[src/sv/watchdog_clock_step_random_slot_defines.svh]
// Assertion helpers for the watchdog clock stepper.
`ifndef WATCHDOG_CLOCK_STEP_RANDOM_SLOT_DEFINES_SVH
`define WATCHDOG_CLOCK_STEP_RANDOM_SLOT_DEFINES_SVH

// Check a property on every clock edge outside reset.
`define WDCS_ASSERT(lbl, prop, msg) \
  lbl: assert property (@(posedge clk) disable iff (!rst_n) (prop)) else $error(msg);

// Check that a condition implies another on the same edge.
`define WDCS_ASSERT_IMPL(lbl, ante, cons, msg) \
  lbl: assert property (@(posedge clk) disable iff (!rst_n) (ante) |-> (cons)) else $error(msg);

// Check that a condition implies another on the next edge.
`define WDCS_ASSERT_NEXT(lbl, ante, cons, msg) \
  lbl: assert property (@(posedge clk) disable iff (!rst_n) (ante) |=> (cons)) else $error(msg);

`endif

[src/sv/wdcs_pkg.sv]
package wdcs_pkg;

  localparam int NOW_W    = 62;
  localparam int PICK_W   = 4;
  localparam int ERR_W    = 63;
  localparam int CFG_W    = 30;
  localparam int CFG_IDX_W = 2;
  localparam int NSEC_W   = 30;
  localparam int POW_W    = 60;

  localparam int SLOT_CHOICES = 11;

  localparam logic [CFG_IDX_W-1:0] REG_SLOT_LENGTH = 2'd0;
  localparam logic [CFG_IDX_W-1:0] REG_ERR_THRESH  = 2'd1;
  localparam logic [CFG_IDX_W-1:0] REG_MAX_STEP    = 2'd2;

  localparam logic [CFG_W-1:0] SLOT_LENGTH_RST = 30'd100000000;
  localparam logic [CFG_W-1:0] ERR_THRESH_RST  = 30'd483302;
  localparam logic [CFG_W-1:0] MAX_STEP_RST    = 30'd10000000;

  localparam logic [NSEC_W-1:0] NS_PER_SEC     = 30'd1000000000;
  localparam logic [NSEC_W-1:0] STEP_LIMIT_MAX = 30'd999999999;

  // Highest power of ten compared during digit counting.
  localparam logic [4:0] MAX_EXP = 5'd18;

  function automatic logic [POW_W-1:0] pow10(input logic [4:0] k);
    logic [POW_W-1:0] v;
    case (k)
      5'd0:  v = 60'd1;
      5'd1:  v = 60'd10;
      5'd2:  v = 60'd100;
      5'd3:  v = 60'd1000;
      5'd4:  v = 60'd10000;
      5'd5:  v = 60'd100000;
      5'd6:  v = 60'd1000000;
      5'd7:  v = 60'd10000000;
      5'd8:  v = 60'd100000000;
      5'd9:  v = 60'd1000000000;
      5'd10: v = 60'd10000000000;
      5'd11: v = 60'd100000000000;
      5'd12: v = 60'd1000000000000;
      5'd13: v = 60'd10000000000000;
      5'd14: v = 60'd100000000000000;
      5'd15: v = 60'd1000000000000000;
      5'd16: v = 60'd10000000000000000;
      5'd17: v = 60'd100000000000000000;
      5'd18: v = 60'd1000000000000000000;
      default: v = 60'd1;
    endcase
    return v;
  endfunction

  // Reduce a slot pick into 0..SLOT_CHOICES-1.
  function automatic logic [PICK_W-1:0] pick_mod(input logic [PICK_W-1:0] p);
    logic [PICK_W:0] m;
    m = {1'b0, p};
    for (int i = 0; i < 8; i++) begin
      if (m >= (PICK_W+1)'(SLOT_CHOICES)) m = m - (PICK_W+1)'(SLOT_CHOICES);
    end
    return m[PICK_W-1:0];
  endfunction

endpackage

[src/sv/wdcs_in_if.sv]
interface wdcs_in_if;
  import wdcs_pkg::*;

  logic                     valid;
  logic                     ready;
  logic [NOW_W-1:0]         now_ns;
  logic [PICK_W-1:0]        first_pick;
  logic [PICK_W-1:0]        next_pick;
  logic signed [ERR_W-1:0]  error_ns;
  logic signed [ERR_W-1:0]  master_offset_ns;

  modport source (
    output valid, now_ns, first_pick, next_pick, error_ns, master_offset_ns,
    input  ready
  );
  modport sink (
    input  valid, now_ns, first_pick, next_pick, error_ns, master_offset_ns,
    output ready
  );
endinterface

[src/sv/wdcs_out_if.sv]
interface wdcs_out_if;
  import wdcs_pkg::*;

  logic              valid;
  logic              ready;
  logic              inspected;
  logic              apply_step;
  logic signed [0:0] step_sec;
  logic [NSEC_W-1:0] step_nsec;

  modport source (
    output valid, inspected, apply_step, step_sec, step_nsec,
    input  ready
  );
  modport sink (
    input  valid, inspected, apply_step, step_sec, step_nsec,
    output ready
  );
endinterface

[src/sv/wdcs_cfg_if.sv]
interface wdcs_cfg_if;
  import wdcs_pkg::*;

  logic                 valid;
  logic                 ready;
  logic [CFG_IDX_W-1:0] index;
  logic [CFG_W-1:0]     data;

  modport source (
    output valid, index, data,
    input  ready
  );
  modport sink (
    input  valid, index, data,
    output ready
  );
endinterface

[src/sv/watchdog_clock_step_random_slot.sv]
// Path: a tick before its inspection time goes from S_DUE straight to S_FIN; an
// inspection inside the deadband passes S_PREP first; a step also runs S_MAG, 18 + 18
// digit compares, 63 restoring-division steps (all on one shared 63-bit subtractor), S_CLAMP.
// The next item is accepted the cycle after the result is loaded into the output
// register; no new item is taken before that, and S_FIN holds while out is not free.
// Reset (rst_n low, synchronous): disarmed, schedule zero, registers at defaults.
module watchdog_clock_step_random_slot (
  input  logic        clk,
  input  logic        rst_n,
  wdcs_in_if.sink     in_ch,
  wdcs_out_if.source  out_ch,
  wdcs_cfg_if.sink    cfg_ch
);
  import wdcs_pkg::*;

  typedef enum logic [8:0] {
    S_IDLE  = 9'b000000001,
    S_DUE   = 9'b000000010,
    S_PREP  = 9'b000000100,
    S_MAG   = 9'b000001000,
    S_DIG_E = 9'b000010000,
    S_DIG_M = 9'b000100000,
    S_DIV   = 9'b001000000,
    S_CLAMP = 9'b010000000,
    S_FIN   = 9'b100000000
  } state_t;

  state_t state_r, state_nxt;

  logic [CFG_W-1:0] slot_r, slot_nxt;
  logic [CFG_W-1:0] thr_r, thr_nxt;
  logic [CFG_W-1:0] maxstep_r, maxstep_nxt;

  logic              armed_r, armed_nxt;
  logic [ERR_W-1:0]  next_r, next_nxt;

  logic [NOW_W-1:0]  now_r, now_nxt;
  logic [PICK_W-1:0] pick_r, pick_nxt;
  logic [ERR_W-1:0]  err_r, err_nxt;
  logic [ERR_W-1:0]  master_r, master_nxt;

  logic [ERR_W:0]    e_r, e_nxt;
  logic              neg_r, neg_nxt;
  logic [ERR_W-1:0]  mag_r, mag_nxt;
  logic [ERR_W-1:0]  am_r, am_nxt;
  logic [POW_W-1:0]  rem_r, rem_nxt;
  logic [5:0]        cnt_r, cnt_nxt;
  logic signed [5:0] diff_r, diff_nxt;
  logic [4:0]        didx_r, didx_nxt;
  logic [NSEC_W-1:0] m_r, m_nxt;
  logic              insp_r, insp_nxt;
  logic              apply_r, apply_nxt;

  logic              ov_r, ov_nxt;
  logic              oinsp_r, oinsp_nxt;
  logic              oapply_r, oapply_nxt;
  logic              osec_r, osec_nxt;
  logic [NSEC_W-1:0] onsec_r, onsec_nxt;

  // Shared subtract/compare unit.
  logic [ERR_W-1:0]  ua, ub;
  logic [ERR_W:0]    udiff;
  logic              uge;

  logic              in_acc, out_acc, out_free;
  logic [PICK_W-1:0] pick_sel;
  logic [NOW_W-1:0]  now_sel;
  logic [33:0]       delay_w;
  logic [ERR_W-1:0]  sched_w;
  logic [ERR_W:0]    e_w, f_w;
  logic              band_out_w;
  logic [POW_W:0]    cand_w;
  logic signed [5:0] diff_fin_w;
  logic [NSEC_W-1:0] lim_w;
  logic              sec_w;

  assign udiff = {1'b0, ua} - {1'b0, ub};
  assign uge   = ~udiff[ERR_W];

  assign in_ch.ready  = (state_r == S_IDLE);
  assign in_acc       = in_ch.valid && in_ch.ready;
  assign out_acc      = ov_r && out_ch.ready;
  assign out_free     = !ov_r || out_ch.ready;
  assign cfg_ch.ready = 1'b1;

  assign out_ch.valid      = ov_r;
  assign out_ch.inspected  = oinsp_r;
  assign out_ch.apply_step = oapply_r;
  assign out_ch.step_sec   = osec_r;
  assign out_ch.step_nsec  = onsec_r;

  assign pick_sel = (state_r == S_IDLE) ? in_ch.first_pick : pick_r;
  assign now_sel  = (state_r == S_IDLE) ? in_ch.now_ns : now_r;
  assign delay_w  = 34'(pick_mod(pick_sel)) * 34'(slot_r);
  assign sched_w  = {1'b0, now_sel} + ERR_W'(delay_w);

  assign e_w        = {err_r[ERR_W-1], err_r} - (ERR_W+1)'(thr_r);
  assign f_w        = {err_r[ERR_W-1], err_r} + (ERR_W+1)'(thr_r);
  assign band_out_w = (!e_w[ERR_W] && (e_w != '0)) || f_w[ERR_W];

  assign cand_w     = {rem_r, mag_r[ERR_W-1]};
  assign diff_fin_w = diff_r - 6'(uge);
  assign lim_w      = (maxstep_r > STEP_LIMIT_MAX) ? STEP_LIMIT_MAX : maxstep_r;
  assign sec_w      = apply_r && neg_r && (m_r != '0);

  always_comb begin
    ua = mag_r;
    ub = ERR_W'(pow10(cnt_r[4:0]));
    unique case (state_r)
      S_DUE: begin
        ua = {1'b0, now_r};
        ub = next_r;
      end
      S_DIG_M: ua = am_r;
      S_DIV: begin
        ua = ERR_W'(cand_w);
        ub = ERR_W'(pow10(didx_r));
      end
      default: ;
    endcase
  end

  always_comb begin
    state_nxt   = state_r;
    slot_nxt    = slot_r;
    thr_nxt     = thr_r;
    maxstep_nxt = maxstep_r;
    armed_nxt   = armed_r;
    next_nxt    = next_r;
    now_nxt     = now_r;
    pick_nxt    = pick_r;
    err_nxt     = err_r;
    master_nxt  = master_r;
    e_nxt       = e_r;
    neg_nxt     = neg_r;
    mag_nxt     = mag_r;
    am_nxt      = am_r;
    rem_nxt     = rem_r;
    cnt_nxt     = cnt_r;
    diff_nxt    = diff_r;
    didx_nxt    = didx_r;
    m_nxt       = m_r;
    insp_nxt    = insp_r;
    apply_nxt   = apply_r;
    ov_nxt      = ov_r;
    oinsp_nxt   = oinsp_r;
    oapply_nxt  = oapply_r;
    osec_nxt    = osec_r;
    onsec_nxt   = onsec_r;

    if (cfg_ch.valid) begin
      unique case (cfg_ch.index)
        REG_SLOT_LENGTH: slot_nxt    = cfg_ch.data;
        REG_ERR_THRESH:  thr_nxt     = cfg_ch.data;
        REG_MAX_STEP:    maxstep_nxt = cfg_ch.data;
        default: ;
      endcase
    end

    if (out_acc) ov_nxt = 1'b0;

    unique case (state_r)
      S_IDLE: begin
        if (in_acc) begin
          now_nxt    = in_ch.now_ns;
          pick_nxt   = in_ch.next_pick;
          err_nxt    = in_ch.error_ns;
          master_nxt = in_ch.master_offset_ns;
          if (!armed_r) begin
            armed_nxt = 1'b1;
            next_nxt  = sched_w;
          end
          state_nxt = S_DUE;
        end
      end
      S_DUE: begin
        neg_nxt   = 1'b0;
        m_nxt     = '0;
        apply_nxt = 1'b0;
        insp_nxt  = uge;
        state_nxt = uge ? S_PREP : S_FIN;
      end
      S_PREP: begin
        e_nxt     = e_w;
        state_nxt = band_out_w ? S_MAG : S_FIN;
      end
      S_MAG: begin
        neg_nxt   = e_r[ERR_W];
        mag_nxt   = e_r[ERR_W] ? ERR_W'(-e_r) : e_r[ERR_W-1:0];
        am_nxt    = master_r[ERR_W-1] ? (~master_r + ERR_W'(1)) : master_r;
        cnt_nxt   = 6'd1;
        diff_nxt  = '0;
        state_nxt = S_DIG_E;
      end
      S_DIG_E: begin
        if (uge) diff_nxt = diff_r + 6'sd1;
        if (cnt_r[4:0] == MAX_EXP) begin
          cnt_nxt   = 6'd1;
          state_nxt = S_DIG_M;
        end else begin
          cnt_nxt = cnt_r + 6'd1;
        end
      end
      S_DIG_M: begin
        if (cnt_r[4:0] == MAX_EXP) begin
          // Divisor is ten to the excess digit count, or one when there is none.
          didx_nxt  = (diff_fin_w > 6'sd0) ? diff_fin_w[4:0] : 5'd0;
          cnt_nxt   = '0;
          rem_nxt   = '0;
          state_nxt = S_DIV;
        end else begin
          diff_nxt = diff_fin_w;
          cnt_nxt  = cnt_r + 6'd1;
        end
      end
      S_DIV: begin
        rem_nxt = uge ? udiff[POW_W-1:0] : cand_w[POW_W-1:0];
        mag_nxt = {mag_r[ERR_W-2:0], uge};
        if (cnt_r == 6'(ERR_W - 1)) begin
          state_nxt = S_CLAMP;
        end else begin
          cnt_nxt = cnt_r + 6'd1;
        end
      end
      S_CLAMP: begin
        m_nxt     = (mag_r > ERR_W'(lim_w)) ? lim_w : mag_r[NSEC_W-1:0];
        apply_nxt = 1'b1;
        state_nxt = S_FIN;
      end
      S_FIN: begin
        // Hold until the output register is free, then load it and, after an inspection, reschedule.
        if (out_free) begin
          ov_nxt     = 1'b1;
          oinsp_nxt  = insp_r;
          oapply_nxt = apply_r;
          osec_nxt   = sec_w;
          onsec_nxt  = sec_w ? (NS_PER_SEC - m_r) : m_r;
          if (insp_r) next_nxt = sched_w;
          state_nxt  = S_IDLE;
        end
      end
      default: state_nxt = S_IDLE;
    endcase
  end

  always_ff @(posedge clk) begin
    if (!rst_n) begin
      state_r   <= S_IDLE;
      slot_r    <= SLOT_LENGTH_RST;
      thr_r     <= ERR_THRESH_RST;
      maxstep_r <= MAX_STEP_RST;
      armed_r   <= 1'b0;
      next_r    <= '0;
      ov_r      <= 1'b0;
    end else begin
      state_r   <= state_nxt;
      slot_r    <= slot_nxt;
      thr_r     <= thr_nxt;
      maxstep_r <= maxstep_nxt;
      armed_r   <= armed_nxt;
      next_r    <= next_nxt;
      ov_r      <= ov_nxt;
    end
  end

  always_ff @(posedge clk) begin
    now_r    <= now_nxt;
    pick_r   <= pick_nxt;
    err_r    <= err_nxt;
    master_r <= master_nxt;
    e_r      <= e_nxt;
    neg_r    <= neg_nxt;
    mag_r    <= mag_nxt;
    am_r     <= am_nxt;
    rem_r    <= rem_nxt;
    cnt_r    <= cnt_nxt;
    diff_r   <= diff_nxt;
    didx_r   <= didx_nxt;
    m_r      <= m_nxt;
    insp_r   <= insp_nxt;
    apply_r  <= apply_nxt;
    oinsp_r  <= oinsp_nxt;
    oapply_r <= oapply_nxt;
    osec_r   <= osec_nxt;
    onsec_r  <= onsec_nxt;
  end

`include "watchdog_clock_step_random_slot_defines.svh"

  `WDCS_ASSERT_NEXT(a_armed_after_item, in_acc, armed_r, "not armed after an item")
  `WDCS_ASSERT_IMPL(a_div_rem_bound, state_r == S_DIV, rem_r < pow10(didx_r), "remainder not below divisor")
  `WDCS_ASSERT_IMPL(a_idle_result_zero, ov_r && !oinsp_r, !oapply_r && !osec_r && (onsec_r == '0), "idle tick carries a step")
  `WDCS_ASSERT_IMPL(a_step_within_limit, ov_r && oapply_r && !osec_r, onsec_r <= lim_w, "positive step above limit")

endmodule

[src/flat_wrapper.sv]
// flat-port wrapper written by rule: the top's interface ports become plain ports
module watchdog_clock_step_random_slot_flat import wdcs_pkg::*;
  (clk, rst_n, in_ch_valid, in_ch_now_ns, in_ch_first_pick, in_ch_next_pick, in_ch_error_ns, in_ch_master_offset_ns, in_ch_ready, out_ch_valid, out_ch_inspected, out_ch_apply_step, out_ch_step_sec, out_ch_step_nsec, out_ch_ready, cfg_ch_valid, cfg_ch_index, cfg_ch_data, cfg_ch_ready);
  wdcs_in_if in_ch_i ();
  wdcs_out_if out_ch_i ();
  wdcs_cfg_if cfg_ch_i ();
  input  logic clk;
  input  logic rst_n;
  input wire logic [$bits(in_ch_i.valid)-1:0] in_ch_valid;
  input wire logic [$bits(in_ch_i.now_ns)-1:0] in_ch_now_ns;
  input wire logic [$bits(in_ch_i.first_pick)-1:0] in_ch_first_pick;
  input wire logic [$bits(in_ch_i.next_pick)-1:0] in_ch_next_pick;
  input wire logic [$bits(in_ch_i.error_ns)-1:0] in_ch_error_ns;
  input wire logic [$bits(in_ch_i.master_offset_ns)-1:0] in_ch_master_offset_ns;
  output wire logic [$bits(in_ch_i.ready)-1:0] in_ch_ready;
  output wire logic [$bits(out_ch_i.valid)-1:0] out_ch_valid;
  output wire logic [$bits(out_ch_i.inspected)-1:0] out_ch_inspected;
  output wire logic [$bits(out_ch_i.apply_step)-1:0] out_ch_apply_step;
  output wire logic [$bits(out_ch_i.step_sec)-1:0] out_ch_step_sec;
  output wire logic [$bits(out_ch_i.step_nsec)-1:0] out_ch_step_nsec;
  input wire logic [$bits(out_ch_i.ready)-1:0] out_ch_ready;
  input wire logic [$bits(cfg_ch_i.valid)-1:0] cfg_ch_valid;
  input wire logic [$bits(cfg_ch_i.index)-1:0] cfg_ch_index;
  input wire logic [$bits(cfg_ch_i.data)-1:0] cfg_ch_data;
  output wire logic [$bits(cfg_ch_i.ready)-1:0] cfg_ch_ready;
  assign in_ch_i.valid = in_ch_valid;
  assign in_ch_i.now_ns = in_ch_now_ns;
  assign in_ch_i.first_pick = in_ch_first_pick;
  assign in_ch_i.next_pick = in_ch_next_pick;
  assign in_ch_i.error_ns = in_ch_error_ns;
  assign in_ch_i.master_offset_ns = in_ch_master_offset_ns;
  assign in_ch_ready = in_ch_i.ready;
  assign out_ch_valid = out_ch_i.valid;
  assign out_ch_inspected = out_ch_i.inspected;
  assign out_ch_apply_step = out_ch_i.apply_step;
  assign out_ch_step_sec = out_ch_i.step_sec;
  assign out_ch_step_nsec = out_ch_i.step_nsec;
  assign out_ch_i.ready = out_ch_ready;
  assign cfg_ch_i.valid = cfg_ch_valid;
  assign cfg_ch_i.index = cfg_ch_index;
  assign cfg_ch_i.data = cfg_ch_data;
  assign cfg_ch_ready = cfg_ch_i.ready;
  watchdog_clock_step_random_slot u_core (.clk(clk), .rst_n(rst_n), .in_ch(in_ch_i), .out_ch(out_ch_i), .cfg_ch(cfg_ch_i));
endmodule
[config.mk]
export PLATFORM = sky130hd
export DESIGN_NAME = watchdog_clock_step_random_slot_flat
export DESIGN_NICKNAME = d
export VERILOG_FILES = /design/src/sv/wdcs_pkg.sv /design/src/sv/wdcs_in_if.sv /design/src/sv/wdcs_out_if.sv /design/src/sv/wdcs_cfg_if.sv /design/src/sv/watchdog_clock_step_random_slot.sv /design/src/flat_wrapper.sv
export VERILOG_INCLUDE_DIRS = /design/src /design/src/sv
export SDC_FILE = /design/constraint.sdc
export NUM_CORES = 2
export LEC_CHECK = 0
export BUFFER_PORTS_ARGS = -buffer_cell sky130_fd_sc_hd__buf_2
export CAP_MARGIN = 20
export CORE_ASPECT_RATIO = 1.1
export CORE_MARGIN = 5
export CORE_UTILIZATION = 62
export DETAILED_ROUTE_END_ITERATION = 7
export GPL_ROUTABILITY_DRIVEN = 0
export GPL_TIMING_DRIVEN = 0
export PLACE_DENSITY = 0.81
export SLEW_MARGIN = 20
export SYNTH_ARGS = -nofsm -noshare
export SYNTH_HDL_FRONTEND = slang
export SYNTH_SLANG_ARGS = --single-unit
[constraint.sdc]
create_clock -name clk -period 20.6 [get_ports clk]
set_clock_uncertainty 0.05 [all_clocks]
set_input_delay 1.03 -clock clk [delete_from_list [all_inputs] [get_ports clk]]
set_output_delay 1.03 -clock clk [all_outputs]
set_load 0.1 [all_outputs]
---- After elaboration in Yosys (flattened, before gate mapping) ----
Memories as Yosys holds them, arrays and structs flattened. A register that Yosys moved wholly into a read port is not among the register bits.
Index checks and enable logic that the tools add are counted.
word-level totals
  register bits after elaboration ......... 689
  latch bits .............................. 0
  bits in writable memories ............... 0
  ROM bits ................................ 3,584
  bits of input ports ..................... 233
  output and inout port bits .............. 36
  word-level logic and storage cells ...... 164
  memories ................................ 2
operators by class
  $add $sub $neg .......................... 18
  multiply operators ...................... 1
  div/mod/pow operators ................... 0
  magnitude comparators ................... 11
  equality and inequality tests ........... 23
  shift-type cells ........................ 0
  multiplexer cells ....................... 50
  bitwise gates (word level) .............. 2
  reductions and logical operators ........ 30
memories
  memory            depth  width  rd ports  clocked after memory_dff  write ports  RTL line        text
  (name not given)  32     56     1         1                         0            wdcs_pkg.sv:29  case (k)
  (name not given)  32     56     1         1                         0            wdcs_pkg.sv:29
operators by type and width
  cell                                                  number
  one-hot mux 63 bit (2 select lines)                   3
  2-to-1 mux 63 bit                                     5
  one-hot mux 63 bit (3 select lines)                   1
  2-to-1 mux 62 bit                                     2
  2-to-1 mux 60 bit                                     2
  one-hot mux 60 bit (2 select lines)                   1
  2-to-1 mux 30 bit                                     3
  one-hot mux 9 bit (9 select lines)                    1
  adder 63 x 31 -> 64 bit                               1
  nonzero test 64 bit                                   1
  subtractor 63 x 31 -> 64 bit                          1
  subtractor 63 x 63 -> 64 bit                          1
  adder 62 x 34 -> 63 bit                               1
  adder 63 x 1 -> 63 bit (second input constant)        1
  > comparator 63 x 30 -> 1 bit                         1
  2-to-1 mux 9 bit                                      7
  negation 63 bit                                       1
  inverter 63 bit                                       1
  one-hot mux 30 bit (2 select lines)                   1
  2-to-1 mux 5 bit                                      10
  >= comparator 5 x 4 -> 1 bit (second input constant)  7
  multiplier 4 x 30 -> 34 bit                           1
  > comparator 30 bit (second input constant)           1
  2-to-1 mux 6 bit                                      5
  41 further kinds                                      76

---- Depth between registers and ports, before layout ----
  depth after elaboration ................. 23
  depth in mapped cells ................... 75
  depth with buffers taken out ............ 64

---- Least setup slack after synthesis ----
No wires, ideal clock.
  path kind ............................... register to register
  start ................................... register u_core.state_r[1]
  end ..................................... register u_core.next_r[57]
  setup time .............................. 0.086 ns
  arrival time ............................ 15.865 ns
  data required time ...................... 20.464 ns
  setup slack ............................. 4.600 ns
  cell stages (with the launch flop) ...... 70
  path buffers ............................ 10
  period minus slack after synthesis ...... 16.000 ns
  path through ............................ dfxtp_1 nor4_4 and4b_1 buf_2 buf_1 clkbuf_1 clkbuf_1 buf_1 nand2_1 nand2_1 ha_1 o21ai_0 xor2_1 mux2_4 inv_2 buf_4 ha_1 clkbuf_1 [... 34 more ...] inv_1 ha_1 a21o_1 a21oi_1 o21bai_1 a21oi_1 o21bai_1 a21oi_1 o31ai_1 a211o_1 o311ai_0 a21oi_1 o311a_1 clkbuf_1 o211ai_1 nor3_1 xor2_1 a211oi_1
between the ends
  longest elaborated chain between the ends .. 23
  elaborated cells between the ends (all ways) .. 42
  those cells by class .................... 9 x add/sub; 1 x mul; 8 x order compare; 6 x eq/ne; 15 x mux; 3 x reduce/logical
ends and longest elaborated chain
  item                                                                       RTL line                                                                        text
  start, declared                                                            watchdog_clock_step_random_slot.sv:28                                           state_t state_r, state_nxt;
  start signal, assigned                                                     watchdog_clock_step_random_slot.sv:256                                          state_r <= state_nxt;
  == test 9 x 1 -> 1 bit                                                     --
  2-to-1 mux 4 bit                                                           watchdog_clock_step_random_slot.sv:92                                           assign pick_sel = (state_r == S_IDLE) ? in_ch.first_pick : pick_r;
  subtractor 4 x 4 -> 5 bit or >= comparator 4 bit (tied branches)           wdcs_pkg.sv:59                                                                  if (m >= (PICK_W+1)'(SLOT_CHOICES)) m = m - (PICK_W+1)'(SLOT_CHOICES);
  2-to-1 mux 5 bit                                                           wdcs_pkg.sv:59
  subtractor 5 x 4 -> 5 bit or >= comparator 5 x 4 -> 1 bit (tied branches)  wdcs_pkg.sv:59
  2-to-1 mux 5 bit                                                           wdcs_pkg.sv:59
  subtractor 5 x 4 -> 5 bit or >= comparator 5 x 4 -> 1 bit (tied branches)  wdcs_pkg.sv:59
  2-to-1 mux 5 bit                                                           wdcs_pkg.sv:59
  [... 7 more ...]                                                           --
  2-to-1 mux 5 bit                                                           wdcs_pkg.sv:59
  subtractor 4 bit or >= comparator 5 x 4 -> 1 bit (tied branches)           wdcs_pkg.sv:59
  2-to-1 mux 4 bit                                                           wdcs_pkg.sv:59
  multiplier 4 x 30 -> 34 bit                                                watchdog_clock_step_random_slot.sv:94                                           assign delay_w = 34'(pick_mod(pick_sel)) * 34'(slot_r);
  adder 62 x 34 -> 63 bit                                                    watchdog_clock_step_random_slot.sv:95                                           assign sched_w = {1'b0, now_sel} + ERR_W'(delay_w);
  2-to-1 mux 63 bit (on tied branches)                                       watchdog_clock_step_random_slot.sv:238, watchdog_clock_step_random_slot.sv:169
  2-to-1 mux 63 bit (on tied branches)                                       watchdog_clock_step_random_slot.sv:232, watchdog_clock_step_random_slot.sv:164
  one-hot mux 63 bit (2 select lines)                                        watchdog_clock_step_random_slot.sv:162                                          unique case (state_r)
  end signal, assigned                                                       watchdog_clock_step_random_slot.sv:261                                          next_r <= next_nxt;
  end, declared                                                              watchdog_clock_step_random_slot.sv:35                                           logic [ERR_W-1:0] next_r, next_nxt;
Parallel ways exist; a longest one is shown, timed or not. The select of a mux whose other input is x is not followed.
A chain may end at the register's enable or synchronous reset.

---- Worst setup path in the final report ----
  start ................................... register u_core.state_r[1]
  end ..................................... register u_core.next_r[61]
The elaborated chain is that of the path after synthesis.

==> out/results.tsv <==
stage	metric	value	unit
status	run status	finished with violations	
status	failing checks	design-rule violations	
critical_path	highest net fanout along the worst path	17	
critical_path	master of the slowest instance on the critical path	sky130_fd_sc_hd__o31ai_2	
sta	final critical path time including I/O delays and setup	19.27	ns
synth	Yosys warnings	0	
flow_run	Max-cap violations	0	
clock_network	root cell of the clock tree	sky130_fd_sc_hd__clkbuf_16	
synth	average cell area after synthesis	9.53	µm²
critical_path	CP Capture Type	register	
power	cell area power density	169	nW/µm²
sta	setup repair after global routing missed its margin	no	
floorplanning	number of top-level design ports	269	
detailed_routing	via count	41800	
detailed_routing	count of TritonRoute iterations in the first routing pass	8	
floorplanning	horizontal extent of the die	273	µm
detailed_routing	post-DR wirelength/cell	24.8	µm
synth	most frequent cell after synthesis	sky130_fd_sc_hd__nand2_1	
critical_path	worst reg2reg startpoint	u_core.state_r[1]	
critical_path	Reg-to-Reg End	u_core.next_r[61]	
critical_path	termination of the worst setup path	u_core.next_r[61]	
layout	Syn-to-layout area delta	12.2	%
clock_network	clk_lat worst skew	0.68	ns
critical_path	reg2reg path depth	68	
power	static power due to leakage	20.9	nW
grt	GRT Overall Usage	0.377	
power	maximum VDD drop	0.000988	V
detailed_routing	total wire length after detailed routing	159000	µm
synth	number of register bits inferred by synthesis	791	
clock_network	number of clock sinks seen by CTS	791	
synth	count of different cell masters after synthesis	96	
clock_network	deepest level of the CTS H-tree	3	
sta	Final Max Tran Viols	0	
sta	Final period util	0.935	
synth	cell type with the largest total area after synthesis	sky130_fd_sc_hd__edfxtp_1	
sta	worst slack on hold paths	0.413	ns
clock_network	CTS tree	yes	
sta	top achievable clock speed	0.0519	GHz
critical_path	CP dominant cell by count	sky130_fd_sc_hd__ha_1	
critical_path	data required time at the worst endpoint	21.13	ns
sta	setup TNS	0	ns
sta	Slew HR	0.170	
power	PnR Total Power	8.98	mW
synth	Syn Nets	5513	
synth	primary flip-flop cell chosen by synthesis mapping	sky130_fd_sc_hd__edfxtp_1	
synth	top cell types by occurrence after synthesis	sky130_fd_sc_hd__nand2_1 (694), sky130_fd_sc_hd__edfxtp_1 (525), sky130_fd_sc_hd__a21oi_1 (361)	
clock_network	clock-pin slew of the registers on the worst-case setup and hold paths	0.06	ns
synth	number of flops mapped to enable cells by yosys	525	
clock_network	Max Buffers Root-to-Sink	3	
critical_path	largest incremental delay on the critical path	0.84	ns
critical_path	worst-case register-to-register setup slack	1.33	ns
critical_path	critical path launch point type	register	
layout	count of fill cells added during filler insertion	5766	
floorplanning	Initial Utilization	0.623	
synth	synthesized instance count	4960	
grt	global-route wire length before repair	236000	µm
floorplanning	Die Ht	300	µm
synth	Synth Cell Area	47300	µm²
clock_network	cts bufs inserted	83	
synth	proportion of netlist area held by the largest area contributor	0.333	
layout	share of post-route cells with drive strength above 1	0.0988	
layout	nets	5878	
critical_path	worst setup path start	u_core.state_r[1]	
sta	count of endpoints failing setup in the final report	0	
detailed_routing	Residual DRC	1	
detailed_routing	routed via count divided by cell count	6.50	
detailed_routing	number of nets still failing antenna checks after routing	0	
critical_path	type of the worst setup path	reg2reg	
synth	fraction of registers with async set/reset	0	
min_path	hold crit path type	reg2reg	
layout	Final Util	0.699	
sta	Final Hold Violating Endpoints	0	
grt	residual overflow from global routing	0	
critical_path	critical path arrival	19.80	ns
floorplanning	number of cell rows	106	
floorplanning	core area	75900	µm²
detailed_routing	initial DRC count	5910	
placed_design	sum of net half-perimeters after detailed placement	122000	µm
grt	number of global-route vias before repair	39600	
floorplanning	DIE AREA	81900	µm²
grt	maximum number of pins on one net before global-route repair	67	
placed_design	total of buffers placed on input and output ports	267	
clock_network	post-CTS setup repair buffer count	0	
synth	sequential element share of the synthesized area	0.446	
sta	slew of the pin with the lowest slew margin	1.25	ns
grt	antenna violations before repair	2	
synth	Synth area leaders	sky130_fd_sc_hd__edfxtp_1 (33%), sky130_fd_sc_hd__dfxtp_1 (11%), sky130_fd_sc_hd__ha_1 (6.1%)	
-- worst max-delay path: cells and delay by family, from the launching register on --
kind / cells / cell delay [ns]
AND/OR/NAND/NOR: 11 / 2.20
adder cells (fa/ha/maj): 12 / 3.79
flip-flops: 1 / 0.37
multiplexers: 4 / 1.25
XOR/XNOR: 4 / 0.91
buffers and inverters: 13 / 3.99
AO/OA/AOI/OAI: 24 / 6.55
-- cells by family after synthesis --
family | Yosys count | synth area share
mux | 103 | 0.0224
compound gates | 1205 | 0.162
other cells | 1 | 0.0000793
flops | 791 | 0.446
xor+xnor | 310 | 0.0576
buf+inv | 494 | 0.0397
fa+ha+maj | 320 | 0.0988
simple gates | 1736 | 0.173
-- per-stage QoR --
step	worst slack, ns	instances	instance area [µm²]
final	1.33	6421	53000
after global routing	0.231	6420	53000
after CTS	0.811	6421	53000
after detailed placement	0.878	6267	50200
after global placement	0.990	6253	49900
after floorplan	4.60	4960	47300
-- routing by layer --
metal,track usage,part of all wire,up-vias
met3,0.115,0.13,674
met4,0.242,0.082,4
met5,0,0.00017,-
met1,0.481,0.36,19700
li1,-,-,18500
met2,0.561,0.43,2899
-- worst min path at each step --
stage / cells after the start / slack, ns / to / from
after floorplan: 2 / 0.38 / u_core.next_r[1] / u_core.next_r[1]
after global routing: 2 / 0.43 / u_core.next_r[36] / u_core.next_r[36]
after global placement: 2 / 0.39 / u_core.next_r[34] / u_core.next_r[34]
after CTS: 2 / 0.41 / u_core.next_r[26] / u_core.next_r[26]
final: 2 / 0.41 / u_core.next_r[38] / u_core.next_r[38]
after detailed placement: 2 / 0.40 / u_core.next_r[32] / u_core.next_r[32]
-- placed cells by master, fill, tap and decap left out, types with 24 or more instances in the layout --
master                      instances
sky130_fd_sc_hd__inv_1            253
sky130_fd_sc_hd__o211ai_1          35
sky130_fd_sc_hd__and2_1            46
sky130_fd_sc_hd__xor2_1           137
sky130_fd_sc_hd__clkbuf_16         91
sky130_fd_sc_hd__o21a_1            24
sky130_fd_sc_hd__o21bai_1          29
sky130_fd_sc_hd__a21o_1            75
sky130_fd_sc_hd__nand2_1          691
sky130_fd_sc_hd__nand4_1           39
sky130_fd_sc_hd__nor2b_1           53
sky130_fd_sc_hd__ha_1             231
sky130_fd_sc_hd__nand2b_1          51
sky130_fd_sc_hd__and3_1            61
sky130_fd_sc_hd__o21ai_0          294
sky130_fd_sc_hd__dfxtp_1          266
sky130_fd_sc_hd__mux2i_1           84
sky130_fd_sc_hd__a21oi_1          360
sky130_fd_sc_hd__fa_1              89
sky130_fd_sc_hd__nor2_1           350
sky130_fd_sc_hd__nor4_1            50
sky130_fd_sc_hd__xnor2_1          172
sky130_fd_sc_hd__a22oi_1           37
sky130_fd_sc_hd__a22o_1            48
sky130_fd_sc_hd__or4_1             36
sky130_fd_sc_hd__clkbuf_1         200
sky130_fd_sc_hd__a31o_2            27
sky130_fd_sc_hd__buf_1             27
sky130_fd_sc_hd__a21boi_1          28
sky130_fd_sc_hd__edfxtp_1         525
sky130_fd_sc_hd__nor3_1            71
sky130_fd_sc_hd__or3_1             44
sky130_fd_sc_hd__nand3_1          162
sky130_fd_sc_hd__a211oi_1          52
sky130_fd_sc_hd__o31ai_1           51
sky130_fd_sc_hd__buf_2            278
-- area by class of cell --
class | count | area [µm²] | share of cell area
multi-input combinational | 3675 | 24400 | 0.459
sequential | 791 | 21100 | 0.398
clock buffer | 108 | 2410 | 0.0454
timing repair buffer | 281 | 1560 | 0.0294
tap | 1026 | 1280 | 0.0242
inverter | 258 | 978 | 0.0184
buffer | 235 | 912 | 0.0172
clock inverter | 46 | 457 | 0.00861
antenna | 1 | 2.50 | 0.0000472
-- where the power goes --
group | leakage [nW] | switching [mW] | internal [mW]
logic | 12.4 | 3.48 | 2.06
clock network | 1.42 | 0.666 | 0.918
registers | 7.13 | 0.0725 | 1.79
-- what timing repair did --
action,4_1_cts,5_1_grt
hold buffers,0,0
resized for setup,0,5
hold endpoints to repair,0,0
setup endpoints to repair,0,31
(Power assumes the default switching activity.)
